**config.mk**
```make
export PLATFORM = sky130hd
export DESIGN_NAME = prb_pre
export DESIGN_NICKNAME = d
export VERILOG_FILES = /design/src/rtl/prb_pkg.sv /design/src/rtl/prb_pre.sv
export SDC_FILE = /design/constraint.sdc
export NUM_CORES = 2
export LEC_CHECK = 0
export BUFFER_PORTS_ARGS = -buffer_cell sky130_fd_sc_hd__buf_2
export CORE_UTILIZATION = 45
export DETAILED_ROUTE_END_ITERATION = 16
export PLACE_DENSITY_LB_ADDON = 0.05
export SYNTH_ARGS = -nofsm -noshare
export SYNTH_HDL_FRONTEND = slang
export SYNTH_SLANG_ARGS = --single-unit
export TNS_END_PERCENT = 20
```
**constraint.sdc**
```tcl
create_clock -name i_clk -period 8.6 [get_ports i_clk]
set_clock_uncertainty 0.2 [all_clocks]
set_input_delay 1.29 -clock i_clk [delete_from_list [all_inputs] [get_ports i_clk]]
set_output_delay 1.29 -clock i_clk [all_outputs]
set_load 0.005 [all_outputs]
```
**src/rtl/prb_pkg.sv**
```systemverilog
// Shared types, constants and the arctangent table for the rotate and bearing pipeline.
package prb_pkg;

    localparam int CORDIC_STAGES = 16;
    localparam int POS_WIDTH     = 24;
    localparam int ANGLE_WIDTH   = 16;

    localparam int ATAN_ENTRIES  = 24;
    localparam int N_ITER        = (CORDIC_STAGES < ATAN_ENTRIES) ? CORDIC_STAGES : ATAN_ENTRIES;
    localparam int STG_W         = 5;

    localparam int GUARD         = 8;
    localparam int GAIN_SH       = 32 - GUARD;
    localparam logic [31:0] KGAIN = 32'd2608131496;

    localparam int PROD_W        = POS_WIDTH + 33;
    localparam int DW            = (PROD_W > 61) ? PROD_W : 61;
    localparam int ZW            = 34;

    localparam int NORM_STEPS    = 6;
    localparam int NSH_W         = 6;
    localparam int NORM_TOP      = 58;

    localparam int IN_BITS       = 4 * POS_WIDTH + 2 * ANGLE_WIDTH;
    localparam int IN_W          = ((IN_BITS + 7) / 8) * 8;
    localparam int OUT_BITS      = 2 * POS_WIDTH + ANGLE_WIDTH;
    localparam int OUT_W         = ((OUT_BITS + 7) / 8) * 8;

    localparam logic OP_ROTATE  = 1'b0;
    localparam logic OP_BEARING = 1'b1;

    typedef struct packed {
        logic                          op;
        logic                          zero;
        logic signed [DW-1:0]          x;
        logic signed [DW-1:0]          y;
        logic signed [ZW-1:0]          z;
        logic        [ANGLE_WIDTH-1:0] heading;
    } t_pipe;

    function automatic logic [31:0] cordic_atan(input logic [STG_W-1:0] idx);
        logic [31:0] v;
        case (idx)
            5'd0:    v = 32'h20000000;
            5'd1:    v = 32'h12E4051E;
            5'd2:    v = 32'h09FB385B;
            5'd3:    v = 32'h051111D4;
            5'd4:    v = 32'h028B0D43;
            5'd5:    v = 32'h0145D7E1;
            5'd6:    v = 32'h00A2F61E;
            5'd7:    v = 32'h00517C55;
            5'd8:    v = 32'h0028BE53;
            5'd9:    v = 32'h00145F2F;
            5'd10:   v = 32'h000A2F98;
            5'd11:   v = 32'h000517CC;
            5'd12:   v = 32'h00028BE6;
            5'd13:   v = 32'h000145F3;
            5'd14:   v = 32'h0000A2FA;
            5'd15:   v = 32'h0000517D;
            5'd16:   v = 32'h000028BE;
            5'd17:   v = 32'h0000145F;
            5'd18:   v = 32'h00000A30;
            5'd19:   v = 32'h00000518;
            5'd20:   v = 32'h0000028C;
            5'd21:   v = 32'h00000146;
            5'd22:   v = 32'h000000A3;
            5'd23:   v = 32'h00000051;
            default: v = 32'h00000000;
        endcase
        return v;
    endfunction

endpackage

```
**src/rtl/prb_pre.sv**
```systemverilog
// Front end: gain multiply or difference, then rounding, quadrant fold and zero detect.
module prb_pre
    import prb_pkg::*;
(
    input  logic              i_clk,
    input  logic              i_rst_n,
    input  logic              i_valid,
    output logic              o_ready,
    input  logic              i_op,
    input  logic [IN_W-1:0]   i_data,
    output logic              o_valid,
    input  logic              i_ready,
    output t_pipe             o_data
);

    localparam int AW = ANGLE_WIDTH;
    localparam int PW = POS_WIDTH;
    localparam logic signed [DW-1:0] ROUND_K = DW'(1) <<< (GAIN_SH - 1);
    localparam logic signed [ZW-1:0] HALF_Z  = ZW'(1) <<< 31;

    logic signed [PW-1:0]     px, py, tx, ty;
    logic        [AW-1:0]     head, ang, ang_neg;
    logic signed [PROD_W-1:0] prod_x, prod_y;
    logic signed [31:0]       t32;
    logic                     r_a_valid, r_b_valid;
    logic                     a_ready, b_ready;
    t_pipe                    r_a, n_a, r_b, n_b;
    logic signed [DW-1:0]     xr, yr;

    assign px      = i_data[PW-1:0];
    assign py      = i_data[2*PW-1:PW];
    assign head    = i_data[2*PW+AW-1:2*PW];
    assign ang     = i_data[2*PW+2*AW-1:2*PW+AW];
    assign tx      = i_data[3*PW+2*AW-1:2*PW+2*AW];
    assign ty      = i_data[4*PW+2*AW-1:3*PW+2*AW];
    assign ang_neg = AW'(0) - ang;
    assign t32     = {ang_neg, (32 - AW)'(0)};
    assign prod_x  = px * $signed({1'b0, KGAIN});
    assign prod_y  = py * $signed({1'b0, KGAIN});

    assign b_ready = !r_b_valid || i_ready;
    assign a_ready = !r_a_valid || b_ready;
    assign o_ready = a_ready;
    assign o_valid = r_b_valid;
    assign o_data  = r_b;

    always_comb begin
        n_a.op      = i_op;
        n_a.zero    = 1'b0;
        n_a.heading = head;
        if (i_op == OP_ROTATE) begin
            n_a.x = DW'(prod_x);
            n_a.y = DW'(prod_y);
            n_a.z = ZW'(t32);
        end else begin
            n_a.x = DW'(tx) - DW'(px);
            n_a.y = DW'(ty) - DW'(py);
            n_a.z = '0;
        end
    end

    assign xr = (r_a.x + ROUND_K) >>> GAIN_SH;
    assign yr = (r_a.y + ROUND_K) >>> GAIN_SH;

    always_comb begin
        n_b = r_a;
        if (r_a.op == OP_ROTATE) begin
            n_b.x = xr;
            n_b.y = yr;
            if (r_a.z[31] != r_a.z[30]) begin
                n_b.x = -xr;
                n_b.y = -yr;
                n_b.z = r_a.z[ZW-1] ? (r_a.z + HALF_Z) : (r_a.z - HALF_Z);
            end
        end else begin
            n_b.zero = (r_a.x == '0) && (r_a.y == '0);
            if (r_a.x[DW-1]) begin
                n_b.x = -r_a.x;
                n_b.y = -r_a.y;
                n_b.z = HALF_Z;
            end
        end
    end

    always_ff @(posedge i_clk) begin
        if (!i_rst_n) begin
            r_a_valid <= 1'b0;
            r_b_valid <= 1'b0;
        end else begin
            if (a_ready) begin
                r_a_valid <= i_valid;
            end
            if (b_ready) begin
                r_b_valid <= r_a_valid;
            end
        end
    end

    always_ff @(posedge i_clk) begin
        if (a_ready && i_valid) begin
            r_a <= n_a;
        end
        if (b_ready && r_a_valid) begin
            r_b <= n_b;
        end
    end

endmodule

```
# Word level (Yosys, flattened, before mapping)
# Cells that the tools add are included.
# word_totals
reg_bits,347
input_bits,133
output_inout_bits,176
# classes
n_addsub,11
n_mul,2
eq_ne,1
mux,5
n_reduce_logical,9
# ops
operator,n
$mux W156,4
$add A61 B25 Y61 const B,2
$logic_not A61 Y1,2
$neg A37 Y61,2
$neg A61 Y61,2
$mul A24 B30 Y54 const B,2
$sub A24 B24 Y25,2
$add A32 B33 Y34 const B,1
$mux W34,1
$sub A32 B33 Y34 const B,1
$sub A1 B16 Y16 const A,1
$logic_and A1 B1 Y1,3
$logic_not A1 Y1,2
$logic_or A1 B1 Y1,2
$ne A1 B1 Y1,1

# Depth between registers and ports, before layout
# logic_depth
ltp_word,4
depth_mapped,25

# Least setup slack after synthesis
# OpenSTA, ideal clock, no wires.
# synth_path
path_type,input to register
from,input i_ready
to,"register r_b, in the netlist o_data[0] (enable)"
arrival_ns,8.305
required_ns,7.705
setup_slack_ns,-0.599
path_stages,2
path_buffers,0
cell_sequence,nor2b_1 -> nor2b_1
# synth_via
elab_chain_cells,2
# synth_lines
item,line,text
"start, declared",prb_pre.sv:12,"input logic i_ready,"
$logic_or A1 B1 Y1,prb_pre.sv:41,assign b_ready = !r_b_valid || i_ready;
$logic_and A1 B1 Y1,prb_pre.sv:103,if (b_ready && r_a_valid) begin
"end signal, assigned",prb_pre.sv:104,r_b <= n_b;
"end, declared",prb_pre.sv:27,"t_pipe r_a, n_a, r_b, n_b;"
# Every way passes these cells.
# A chain may end at the register's enable or synchronous reset.

# Final worst setup path
# layout_path
from,input i_data[33]
to,register r_a[109] (netlist name) (data pin)
# layout_via
elab_chain_cells,2
elab_cells_between_ends,3
# layout_lines
item,line,text
"start, declared",prb_pre.sv:10,"input logic [IN_W-1:0] i_data,"
$mul A24 B30 Y54 or $sub A24 B24 Y25 (tied branches),"prb_pre.sv:39, prb_pre.sv:57",
$mux W156 (*),prb_pre.sv:51,if (i_op == OP_ROTATE) begin
"end signal, assigned",prb_pre.sv:101,r_a <= n_a;
"end, declared",prb_pre.sv:27,
# Mark *: on every way between the ends. The rest lies on a longest branch, timed or not.

==> metrics.txt <==
Starting Density=0.456; Avg Inst Size Synth=9.69 sq um; gpl congestion=0.989; # diodes=0; vias in the first global route=33600; hold_ws=0.219 ns; Routed WL=140000 um; DR vias/cell=5.34; Netlist cell types=95; Place WS=-0.0522 ns; FF/Latch Area=0.00917 sq mm; initial antenna violation count=2; required time of the critical path=8.70 ns; Reg2Reg Depth=11; CP Class=primary input to register; CP Launch Type=primary input; Worst-Margin Slew=0.988 ns; maxcap violations=0; Die Y=321 um; Cell Area, Synth=0.0458 sq mm; register area share after synthesis=0.200; RSZ-0062 raised after global routing=false; multi-input combinational cell area=0.0324 sq mm; Max Freq=123 MHz; # nets final=6275; IO buf count=292; final setup TNS=0 ns; HPWL reported at the end of detailed placement=122000 um; largest net degree at the start of global routing=158; CTS H-tree depth=1; GRT overflow=0; Syn Inst Count=4721; setup bufs post-CTS=0; met2 Use GR=0.389; arrival time worst endpoint=8.20 ns; simple-gate area share of the yosys netlist=0.0995; initial drt markers=2713; CTS resizes=0; Wirelength per Cell=22.0 um; Worst Path Max Fanout=4; period utilization=0.943; area delta synth->final=9.45%; GRT Total Usage=0.273; Synth Area in XOR/XNOR=0.0716; Hold Path Stages=0; hold_buf cts=0; Ports=309; combinational family with the most area after synthesis=adder cells; Synth Area in Adders=0.414; CTS Buffer Depth=3; Routed Antenna Nets=0; area fraction in compound gates after synthesis=0.116; mux cell area share after synthesis=0.00484; CP endpoint kind=register; Main synth FF type=edfxtp_1; die width=321 um; grt met1 use=0.436; Worst Hold Class=register to register; drt drc=0; Post-synth EDFFs=304; # rows=116; worst-skew pair later-pin latency=0.60 ns; CTS clock-pin slew for the worst setup and hold paths=0.06 ns; DRT Pass-1 Iters=5; TritonCTS clock tree=done; M3 GR Usage=0.0395; Worst Slack Setup Final=0.494 ns; die area=0.103 sq mm; Max Slew Vio Count=0; clk root buf=clkbuf_16; final setup fails=0; Ys Warns=0; final hold vios=0; TritonCTS buffer count=31; layout cell share with drive strength beyond 1=0.102; Vias=34000; #FFs+latches synth=306; Util after Layout=0.499; fill count=9566; status=finished, final reports clean; Slew headroom=0.342; Final min period=8.11 ns; Most Crowded Layer GR=met1; async set-reset flop share out of synthesis=0; first-pass GRT wire length=212000 um; Clock Sinks=306; core footprint=0.100 sq mm
[synth_stat cells, types with 19 or more instances]
cell type,n,area [sq um]
nand2b_1,28,175
ha_1,565,7070
nor2_1,172,646
and3_1,40,250
xnor2_1,213,1870
inv_1,928,3480
nand4_1,41,257
and2_1,35,219
edfxtp_1,304,9130
nand2_1,253,950
fa_1,594,11900
a21oi_1,203,1020
o31ai_1,47,353
o21a_1,20,150
nor4_1,28,175
a31oi_1,26,163
buf_4,22,165
nand3_1,78,390
a21o_1,84,631
or2_2,22,138
o21ai_1,52,260
nor2b_1,25,156
or3_1,29,181
nor3_1,68,340
and4_1,26,228
clkbuf_1,112,420
buf_1,19,71.3
buf_2,24,120
xor2_1,161,1410
o21ai_0,261,1310
[worst paths after layout]
path,from,endpoint,slack (ns)
worst max-delay path,i_data[33],r_a[109]$_DFFE_PP_,0.49
worst min-delay path,n_b[9]$_DFFE_PP_,o_data[9]$_DFFE_PP_,0.22
worst max register to register,r_a[135]$_DFFE_PP_,o_data[164]$_DFFE_PP_,3.31
worst min register to register,n_b[9]$_DFFE_PP_,o_data[9]$_DFFE_PP_,0.22
[final cells by class]
cell class	instances	share of cell area
clock buffer	34	0.0157
inverter	933	0.0699
sequential	306	0.183
timing repair buffer	391	0.0443
tap	1357	0.0339
multi-input combinational	3320	0.647
clock inverter	23	0.00592
[layer usage]
metal,vias to the layer above,part of all wire
met4,0,0.017
li1,16200,-
met2,1075,0.41
met3,88,0.070
met5,-,0
met1,16600,0.51
[stage by stage]
stage / cells / area (sq um)
5_1_grt: 6364 / 50100
3_3_place_gp: 6307 / 49000
2_1_floorplan: 4736 / 45800
3_5_place_dp: 6307 / 49000
6_report: 6364 / 50100
4_1_cts: 6364 / 50100
[kinds of logic (layout without fill, tap and decap cells)]
group,count (synthesis),count (layout)
buffers and inverters,1110,1381
adder cells (fa/ha/maj),1159,1159
multiplexers,21,21
flip-flops,306,306
AO/OA/AOI/OAI,855,855
XOR/XNOR,374,374
AND/OR/NAND/NOR,895,895
other,1,16
[cell usage in the layout, fill, tap and decap left out, types with 24 or more instances in the layout]
cell / netlist / final
a21o_1: 84 / 84
a21oi_1: 203 / 203
a31oi_1: 26 / 26
and2_1: 35 / 34
and3_1: 40 / 40
and4_1: 26 / 26
buf_2: 24 / 291
buf_4: 22 / 99
clkbuf_16: 0 / 31
edfxtp_1: 304 / 304
fa_1: 594 / 594
ha_1: 565 / 565
inv_1: 928 / 927
nand2_1: 253 / 253
nand2b_1: 28 / 28
nand3_1: 78 / 78
nand4_1: 41 / 41
nor2_1: 172 / 172
nor2b_1: 25 / 24
nor3_1: 68 / 68
nor4_1: 28 / 28
o21ai_0: 261 / 261
o21ai_1: 52 / 52
o31ai_1: 47 / 47
or3_1: 29 / 29
xnor2_1: 213 / 212
xor2_1: 161 / 160
[flip-flops by register name (all words and copies together) (netlist names)]
signal,flops
n_b,17
o_data,157
o_valid,1
r_a,130
r_a_valid,1
[worst max-delay path, stage by stage]
cell,delay (ns)
buf_2,0.19
ha_1,0.29
inv_1,0.16
fa_1,0.63
fa_1,0.57
inv_1,0.05
fa_1,0.46
fa_1,0.56
inv_1,0.05
fa_1,0.47
inv_1,0.05
fa_1,0.47
ha_1,0.37
nand2_1,0.07
o21ai_0,0.31
a2111oi_0,0.11
buf_4,0.16
nor2_1,0.20
a41oi_1,0.23
o311ai_0,0.69
nand4_1,0.19
a21boi_0,0.25
mux2i_1,0.23
o211ai_1,0.11
Power is left out: the tool's default activity adds up to more than one toggle a clock period on the data nets, which glitch-free logic cannot reach.
