## config.mk

```make
export PLATFORM = sky130hd
export DESIGN_NAME = prb_post
export DESIGN_NICKNAME = d
export VERILOG_FILES = /design/src/rtl/prb_pkg.sv /design/src/rtl/prb_post.sv
export SDC_FILE = /design/constraint.sdc
export NUM_CORES = 1
export LEC_CHECK = 0
export BUFFER_PORTS_ARGS = -buffer_cell sky130_fd_sc_hd__buf_2
export CAP_MARGIN = 30
export CORE_MARGIN = 4
export CORE_UTILIZATION = 56
export CTS_BUF_LIST = sky130_fd_sc_hd__clkbuf_8
export DETAILED_ROUTE_END_ITERATION = 10
export HOLD_SLACK_MARGIN = 0.05
export PLACE_DENSITY_LB_ADDON = 0.05
export REMOVE_ABC_BUFFERS = 1
export SLEW_MARGIN = 20
export SYNTH_ARGS = -nofsm -noshare
export SYNTH_HDL_FRONTEND = slang
export SYNTH_SLANG_ARGS = --single-unit
```

## constraint.sdc

```tcl
create_clock -name i_clk -period 5.5 [get_ports i_clk]
set_input_delay 0.275 -clock i_clk [delete_from_list [all_inputs] [get_ports i_clk]]
set_output_delay 0.275 -clock i_clk [all_outputs]
set_load 0.05 [all_outputs]
```

## src/rtl/prb_pkg.sv

```systemverilog
// Shared types, constants and the arctangent table for the rotate and bearing pipeline.
package prb_pkg;

    localparam int CORDIC_STAGES = 16;
    localparam int POS_WIDTH     = 24;
    localparam int ANGLE_WIDTH   = 16;

    localparam int ATAN_ENTRIES  = 24;
    localparam int N_ITER        = (CORDIC_STAGES < ATAN_ENTRIES) ? CORDIC_STAGES : ATAN_ENTRIES;
    localparam int STG_W         = 5;

    localparam int GUARD         = 8;
    localparam int GAIN_SH       = 32 - GUARD;
    localparam logic [31:0] KGAIN = 32'd2608131496;

    localparam int PROD_W        = POS_WIDTH + 33;
    localparam int DW            = (PROD_W > 61) ? PROD_W : 61;
    localparam int ZW            = 34;

    localparam int NORM_STEPS    = 6;
    localparam int NSH_W         = 6;
    localparam int NORM_TOP      = 58;

    localparam int IN_BITS       = 4 * POS_WIDTH + 2 * ANGLE_WIDTH;
    localparam int IN_W          = ((IN_BITS + 7) / 8) * 8;
    localparam int OUT_BITS      = 2 * POS_WIDTH + ANGLE_WIDTH;
    localparam int OUT_W         = ((OUT_BITS + 7) / 8) * 8;

    localparam logic OP_ROTATE  = 1'b0;
    localparam logic OP_BEARING = 1'b1;

    typedef struct packed {
        logic                          op;
        logic                          zero;
        logic signed [DW-1:0]          x;
        logic signed [DW-1:0]          y;
        logic signed [ZW-1:0]          z;
        logic        [ANGLE_WIDTH-1:0] heading;
    } t_pipe;

    function automatic logic [31:0] cordic_atan(input logic [STG_W-1:0] idx);
        logic [31:0] v;
        case (idx)
            5'd0:    v = 32'h20000000;
            5'd1:    v = 32'h12E4051E;
            5'd2:    v = 32'h09FB385B;
            5'd3:    v = 32'h051111D4;
            5'd4:    v = 32'h028B0D43;
            5'd5:    v = 32'h0145D7E1;
            5'd6:    v = 32'h00A2F61E;
            5'd7:    v = 32'h00517C55;
            5'd8:    v = 32'h0028BE53;
            5'd9:    v = 32'h00145F2F;
            5'd10:   v = 32'h000A2F98;
            5'd11:   v = 32'h000517CC;
            5'd12:   v = 32'h00028BE6;
            5'd13:   v = 32'h000145F3;
            5'd14:   v = 32'h0000A2FA;
            5'd15:   v = 32'h0000517D;
            5'd16:   v = 32'h000028BE;
            5'd17:   v = 32'h0000145F;
            5'd18:   v = 32'h00000A30;
            5'd19:   v = 32'h00000518;
            5'd20:   v = 32'h0000028C;
            5'd21:   v = 32'h00000146;
            5'd22:   v = 32'h000000A3;
            5'd23:   v = 32'h00000051;
            default: v = 32'h00000000;
        endcase
        return v;
    endfunction

endpackage

```

## src/rtl/prb_post.sv

```systemverilog
// Back end: guard rounding and saturation of the point, or rounding and heading offset of the bearing.
module prb_post
    import prb_pkg::*;
(
    input  logic                   i_clk,
    input  logic                   i_rst_n,
    input  logic                   i_valid,
    output logic                   o_ready,
    input  t_pipe                  i_data,
    output logic                   o_valid,
    input  logic                   i_ready,
    output logic [POS_WIDTH-1:0]   o_out_x,
    output logic [POS_WIDTH-1:0]   o_out_y,
    output logic [ANGLE_WIDTH-1:0] o_bearing
);

    localparam int AW = ANGLE_WIDTH;
    localparam logic signed [DW-1:0] ROUND_G = DW'(1) <<< (GUARD - 1);
    localparam logic signed [DW-1:0] P_MAX   = (DW'(1) <<< (POS_WIDTH - 1)) - DW'(1);
    localparam logic signed [DW-1:0] P_MIN   = -(DW'(1) <<< (POS_WIDTH - 1));

    logic                   r_valid;
    logic [POS_WIDTH-1:0]   r_out_x, r_out_y, n_out_x, n_out_y;
    logic [AW-1:0]          r_bearing, n_bearing;
    logic signed [DW-1:0]   rx, ry;
    logic [31:0]            zr;

    function automatic logic [POS_WIDTH-1:0] sat_pos(input logic signed [DW-1:0] v);
        logic [POS_WIDTH-1:0] s;
        if (v > P_MAX) begin
            s = P_MAX[POS_WIDTH-1:0];
        end else if (v < P_MIN) begin
            s = P_MIN[POS_WIDTH-1:0];
        end else begin
            s = v[POS_WIDTH-1:0];
        end
        return s;
    endfunction

    assign rx = (i_data.x + ROUND_G) >>> GUARD;
    assign ry = (i_data.y + ROUND_G) >>> GUARD;
    assign zr = i_data.z[31:0] + (32'(1) << (31 - AW));

    always_comb begin
        if (i_data.op == OP_ROTATE) begin
            n_out_x   = sat_pos(rx);
            n_out_y   = sat_pos(ry);
            n_bearing = '0;
        end else begin
            n_out_x   = '0;
            n_out_y   = '0;
            n_bearing = zr[31:32-AW] - i_data.heading;
        end
    end

    assign o_ready   = !r_valid || i_ready;
    assign o_valid   = r_valid;
    assign o_out_x   = r_out_x;
    assign o_out_y   = r_out_y;
    assign o_bearing = r_bearing;

    always_ff @(posedge i_clk) begin
        if (!i_rst_n) begin
            r_valid <= 1'b0;
        end else if (o_ready) begin
            r_valid <= i_valid;
        end
    end

    always_ff @(posedge i_clk) begin
        if (o_ready && i_valid) begin
            r_out_x   <= n_out_x;
            r_out_y   <= n_out_y;
            r_bearing <= n_bearing;
        end
    end

endmodule

```

; ---- Word-level counts from Yosys, hierarchy flattened
; Cells that the tools add are included.
[op_classes]
add_sub_neg = 4
order_cmp = 4
n_mux = 4
n_reduce_logical = 5
[ops]
columns = cell, n
row1 = $add A61 B9 Y61 const B, 2
row2 = $gt A53 B24 Y1 const B, 2
row3 = $lt A53 B24 Y1 const B, 2
row4 = $mux W24, 2
row5 = $mux W23, 2
row6 = $add A32 B16 Y32 const B, 1
row7 = $sub A16 B16 Y16, 1
row8 = $reduce_or A2 Y1, 2
row9 = $logic_and A1 B1 Y1, 1
row10 = $logic_not A1 Y1, 1
row11 = $logic_or A1 B1 Y1, 1
[totals]
ff_bits = 65
input_bits = 178
word_cells = 23

; ---- Longest topological paths before layout
; Gate-level depths: netlist of run 1.
[logic_depth]
ltp_word = 4
depth_mapped = 14
depth_no_buf = 14

; ---- Least setup slack after synthesis of run 1
; No wires, ideal clock.
[synth_path]
kind = in2reg
from = in i_data[31] in the netlist's numbering
to = reg r_bearing[14], in the netlist o_bearing[14], data pin
t_arrival_ps = 2989
required_time_ps = 5234
path_slack_ps = 2245
cell_stages = 14
n_path_buf = 0
path_cell_list = ha_1 -> inv_1 -> ha_1 -> inv_1 -> fa_1 -> a21o_1 -> a21o_1 -> a2111oi_0 -> o311ai_0 -> a21o_1 -> a21oi_1 -> o211ai_1 -> xnor2_1 -> nor2_1
[synth_via]
elab_chain_len = 2
[synth_rtl]
columns = item, line
row1 = from (decl), prb_post.sv:9  ; input t_pipe i_data,
row2 = $add A32 B16 Y32, prb_post.sv:42  ; assign zr = i_data.z[31:0] + (32'(1) << (31 - AW));
row3 = $sub A16 B16 Y16, prb_post.sv:52  ; n_bearing = zr[31:32-AW] - i_data.heading;
row4 = to (signal assigned), prb_post.sv:74  ; r_bearing <= n_bearing;
row5 = to (decl), prb_post.sv:24  ; logic [AW-1:0] r_bearing, n_bearing;
; Every way passes these cells.
; A chain may end at the register's enable or synchronous reset.

; ---- Worst setup path in the final report of run 1
[layout_path]
from = in i_data[63] in the netlist's numbering
to = reg r_out_y[12], in the netlist o_out_y[12], data pin
[layout_via]
elab_chain_len = 4
word_cells_on_any_way = 5
classes_between = 1 x add/sub / 2 x order compare / 2 x mux
[layout_rtl]
columns = item, line
row1 = $add A61 B9 Y61 *, prb_post.sv:41  ; assign ry = (i_data.y + ROUND_G) >>> GUARD;
row2 = $lt A53 B24 Y1, prb_post.sv:32  ; end else if (v < P_MIN) begin
row3 = $mux W24, prb_post.sv:32
row4 = $mux W23 *, prb_post.sv:30  ; if (v > P_MAX) begin
row5 = to (signal assigned), prb_post.sv:73  ; r_out_y <= n_out_y;
row6 = to (decl), prb_post.sv:23  ; logic [POS_WIDTH-1:0] r_out_x, r_out_y, n_out_x, n_out_y;
; Every way passes the cells marked *; elsewhere a longest branch is shown, timed or not.

==> results.cfg, run 1 <==
[clocking]
clockBufferDepth = 2
cts_max_level = 3
clk_pin_slew_worst_paths_ps = 90
cts_sinks = 65
postCtsSetupRepairBufs = 0
clkLatencyLatePin_ps = 360
numCtsBuffers = 9
cts_tree = built
root_buffer = clkbuf_8
post_cts_resized = 0
cts_hold_buf = 0

[die]
fp.dieW_um = 114
fp.dieH_um = 114
rows = 38
initial_utilization_pct = 57.9
ios = 244
core-area_um2 = 10900
die-area_um2 = 13100

[setup_path]
cp_max_fo = 23
cp-end-kind = register
startpoint_type = input port
critPathArrivalTime_ps = 3780
critical_path_class = input port to register
cp.required_ps = 5560

[final_layout]
drive_gt1_share_pct = 28.7
fin_area_um2 = 7670
area_delta_synth_final_pct = 21.2
layout_commonest_cell = buf_2
most-common-layout-cells = buf_2, nand3_1, nor2_1, edfxtp_1, nand2_1
diodes = 0
nets = 1150
fill_cells = 926
instances_no_fill = 1098
post-route-util_pct = 70.2

[synthesis]
synth_top_flop_cell = edfxtp_1
synth_cells = 749
synth_top_area_cell = edfxtp_1
seq_area_frac_synth_pct = 30.7
async_flop_share_pct = 0
netlist_area_um2 = 6330
synthDistinctLibCells = 76
avgSynthCellArea_um2 = 8.45
synth-edff-count = 64
ys_ff_latch = 65
netlist.area_leader.share_pct = 30.4
ys_warn_count = 0
synthTopCellsByArea = edfxtp_1, xor2_1, xnor2_1

[timing]
worstMarginPinSlew_ps = 865
finalSetupViolCount = 0
rsz0062_at_grt = false
fin_setup_tns_ps = 0
period_minus_slack_ps = 3720
skew_ps = 9.89
finalMaxSlewViolations = 0
fin_ws_ps = 1780
period_share_pct = 67.7
relSlewSlack_pct = 41.9
hold_viol_final = 0
max_freq_mhz = 269

[pwr]
p_comb_share_pct = 32.8
powerDensity_nw_per_um2 = 205
max-vdd-ir-drop_mv = 0.151
p_sw_uw = 588
p_clk_share_pct = 28.7
p_leak_uw = 0.00306
sw_frac_of_total_pct = 37.4
p_seq_share_pct = 38.5
intPower_uw = 985

[placement]
gp_congestion = 0.987
dp_hpwl_mm = 14.9
preCtsSetupSlack_ps = 1450
port_buffers = 211
dp_cells = 1082
dpl-instance-area_um2 = 7460

[drt]
final_antenna_net_count = 0
vias = 6703
routed_via_density = 6.10
firstDrtPassIters = 5
first_iter_violations = 575
wl_mm = 18.8
routedWlPerCell_um = 17.1
drc = 0

[run]
drv_cap = 0

[global_routing]
grt_pass1_vias = 6330
grt-ovfl-total = 0
grt_first_pass_wirelength_mm = 29.8
grt_max_degree = 65
antenna_found_initial = 0
track_usage_pct = 28.2

[outcome]
outcome = finished, final reports clean

[hold_path]
hp-class = input port to register
[sequential cells by signal, summed over array words and instances, names as in the netlist]
signal	count
o_out_x	24
o_valid	1
o_bearing	16
o_out_y	24
[critical path: stages]
cell	delay [ps]
buf_2	130
nand4_1	250
nor3_1	640
nand4b_1	310
or3b_2	530
a21oi_1	160
o221ai_1	150
nor4_1	320
a311o_1	770
o21ai_0	250
[cells by family after synthesis]
logic type / Yosys count / synth area share (%)
AOI/OAI and AO/OA: 139 / 15.0
buffers and inverters: 59 / 4.49
and+or+nand+nor: 361 / 31.1
DFF: 65 / 30.7
xor gates and xnor gates: 100 / 13.8
muxes: 6 / 1.03
adders and majority gates: 19 / 3.87
[area by class of cell]
class	instances	area, um^2	share of cell area [%]
clock buffer	10	138	1.79
timing repair buffer	217	1110	14.4
inverter	35	131	1.71
clock inverter	6	73.8	0.962
multi-input combinational	625	4110	53.5
sequential	65	1940	25.3
tap	140	175	2.28
[per-stage QoR]
stage,hold slack [ps],total power (uW)
finish,171,1570
global route,155,1640
CTS,156,1570
detailed placement,548,1130
global placement,495,1110
floorplan,414,945
[power groups by stage]
stage,logic (uW),registers (uW),clock network (uW)
floorplan,188,757,0
global placement,497,615,0
detailed placement,512,617,0
CTS,514,606,453
global route,555,609,479
finish,517,605,451
[layer usage]
layer  vias to the layer above  global-route usage [%]  wire, um
met4                         0                    10.8       628
met3                        53                    6.03      1920
met2                       356                    47.9      9140
met1                      3066                    35.0      7120
met5                         -                       0         0
li1                       3228                       -         -
[Yosys cell counts (15+ instances only)]
master     n
nand3_1   71
nor2_1    70
edfxtp_1  64
nand2_1   60
xor2_1    54
xnor2_1   46
nand4_1   37
o21ai_0   37
inv_1     35
nor3_1    30
a21oi_1   26
nor4_1    20
ha_1      18
o21ai_2   15
[path summary, 6_finish.rpt]
kind	endpoint	startpoint	cells after the start	slack, ps
worst max-delay path	o_out_y[12]	i_data[63]	10	1780
worst min-delay path	o_valid	i_rst_n	2	170
worst max register to register	o_bearing[6]	o_valid	3	3830
worst min register to register	o_valid	o_valid	2	590
Note: power is estimated with default switching activity, not from simulation.
==> run 2, diff against run 1 <==
--- a/config.mk
+++ b/config.mk
@@ -8,7 +8,7 @@
 export BUFFER_PORTS_ARGS = -buffer_cell sky130_fd_sc_hd__buf_2
 export CAP_MARGIN = 30
 export CORE_MARGIN = 4
-export CORE_UTILIZATION = 56
+export CORE_UTILIZATION = 52
 export CTS_BUF_LIST = sky130_fd_sc_hd__clkbuf_8
 export DETAILED_ROUTE_END_ITERATION = 10
 export HOLD_SLACK_MARGIN = 0.05
==> constraint.sdc (replaced) <==
create_clock -name i_clk -period 3.9 [get_ports i_clk]
set_input_delay 0.195 -clock i_clk [delete_from_list [all_inputs] [get_ports i_clk]]
set_output_delay 0.195 -clock i_clk [all_outputs]
set_load 0.05 [all_outputs]
==> results.cfg, run 2 (synthesis gave the netlist of run 1 again) <==
[die]
ios = 244
fp.dieW_um = 118
fp.dieH_um = 118
initial_utilization_pct = 52.9
core-area_um2 = 12000
rows = 40
die-area_um2 = 14000

[clocking]
cts_max_level = 3
clk_pin_slew_worst_paths_ps = 80
clkLatencyLatePin_ps = 360
post_cts_resized = 0
cts_sinks = 65
clockBufferDepth = 2
numCtsBuffers = 9
cts_hold_buf = 0
cts_tree = built
postCtsSetupRepairBufs = 0
root_buffer = clkbuf_8

[setup_path]
startpoint_type = input port
critical_path_class = input port to register
cp.required_ps = 3990
critPathArrivalTime_ps = 3650
slowest_delay_ps = 740
crit_chain = buf_2 > ha_1 > inv_1 > ha_1 > inv_1 > fa_1 > a21o_1 > a21o_1 > a2111oi_0 > o311ai_0 > a21o_1 > a21oi_1 > o211ai_1 > xnor2_1 > nor2_1
crit_buf_inv = 3
crit_family = compound AO/OA/AOI/OAI gates
crit_top_cell = a21o_1
cp_max_fo = 3
critPathSlowestCell = a2111oi_0
cp-end-kind = register

[global_routing]
antenna_found_initial = 0
track_usage_pct = 26.3
grt_first_pass_wirelength_mm = 30.4
grt_pass1_vias = 6353
grt-ovfl-total = 0
grt_max_degree = 43

[final_layout]
area_delta_synth_final_pct = 22.9
layout_commonest_cell = buf_2
drive_gt1_share_pct = 29.6
diodes = 0
nets = 1162
most-common-layout-cells = buf_2, nand3_1, nor2_1, edfxtp_1, nand2_1

[timing]
rsz0062_at_grt = false
finalMaxSlewViolations = 0
period_minus_slack_ps = 3570
worstMarginPinSlew_ps = 776
max_freq_mhz = 280
hold_viol_final = 0
worst_hold_slack_ps = 89.3
relSlewSlack_pct = 47.0
finalSetupViolCount = 0
skew_ps = 10.4
period_share_pct = 91.4
fin_setup_tns_ps = 0

[pwr]
powerDensity_nw_per_um2 = 289
max-vdd-ir-drop_mv = 0.166
p_leak_uw = 0.00314

[drt]
vias = 6697
routed_via_density = 6.00
final_antenna_net_count = 0
firstDrtPassIters = 5
wl_mm = 18.9
routedWlPerCell_um = 16.9
first_iter_violations = 547
drc = 0

[placement]
gp_congestion = 0.945
port_buffers = 211
dp_hpwl_mm = 15.1

[run]
drv_cap = 0

[outcome]
outcome = finished, final reports clean

[hold_path]
hp-class = input port to register
[run 2: cell types whose count changed in the layout (fill, tap and decap cells not counted)]
| cell | change |
|---|---|
| bufinv_16 | +1 |
| clkinvlp_4 | -1 |
| buf_6 | -2 |
| clkinv_2 | +1 |
| clkbuf_8 | -1 |
| buf_4 | +14 |
[run 2: final timing paths]
path,start,end,slack [ps],cells after the start
max,i_data[31],o_bearing[14],330,15
min,i_rst_n,o_valid,90,2
max reg2reg,o_valid,o_bearing[6],1980,3
min reg2reg,o_valid,o_valid,520,2
[run 2: cell type report]
type / count / area [um^2]
Clock buffer: 9 / 124
Clock inverter: 7 / 101
Fill cell: 1065 / 4180
Inverter: 35 / 131
Multi-Input combinational cell: 625 / 4110
Sequential cell: 65 / 1940
Tap cell: 147 / 184
Timing Repair Buffer: 229 / 1190
[run 2: worst reg2reg max path: cells and delay by family (launching register included)]
kind	cells	cell delay, ps
simple gates	2	640
flops	1	310
buf+inv	1	590
[run 2: through the flow]
stage,worst slack [ps],cells,total power [uW],cell area (um^2),utilization (%)
final,334,1117,2250,7780,65.0
after global placement,221,1101,1580,7550,63.2
after floorplan,414,725,1330,6180,-
after CTS,422,1117,2260,7780,65.0
after global routing,186,1117,2360,7780,65.0
after detailed placement,60.5,1101,1590,7550,63.2
[run 2: routing by layer]
layer | global-route usage, % | part of all wire (%)
met4 | 9.08 | 2.5
met2 | 44.4 | 48
met3 | 5.74 | 9.8
met1 | 33.2 | 40
met5 | 0 | 0
[run 2: power breakdown]
group	internal, uW	switching [uW]
sequential	839	13.6
combinational	230	502
clock	368	298
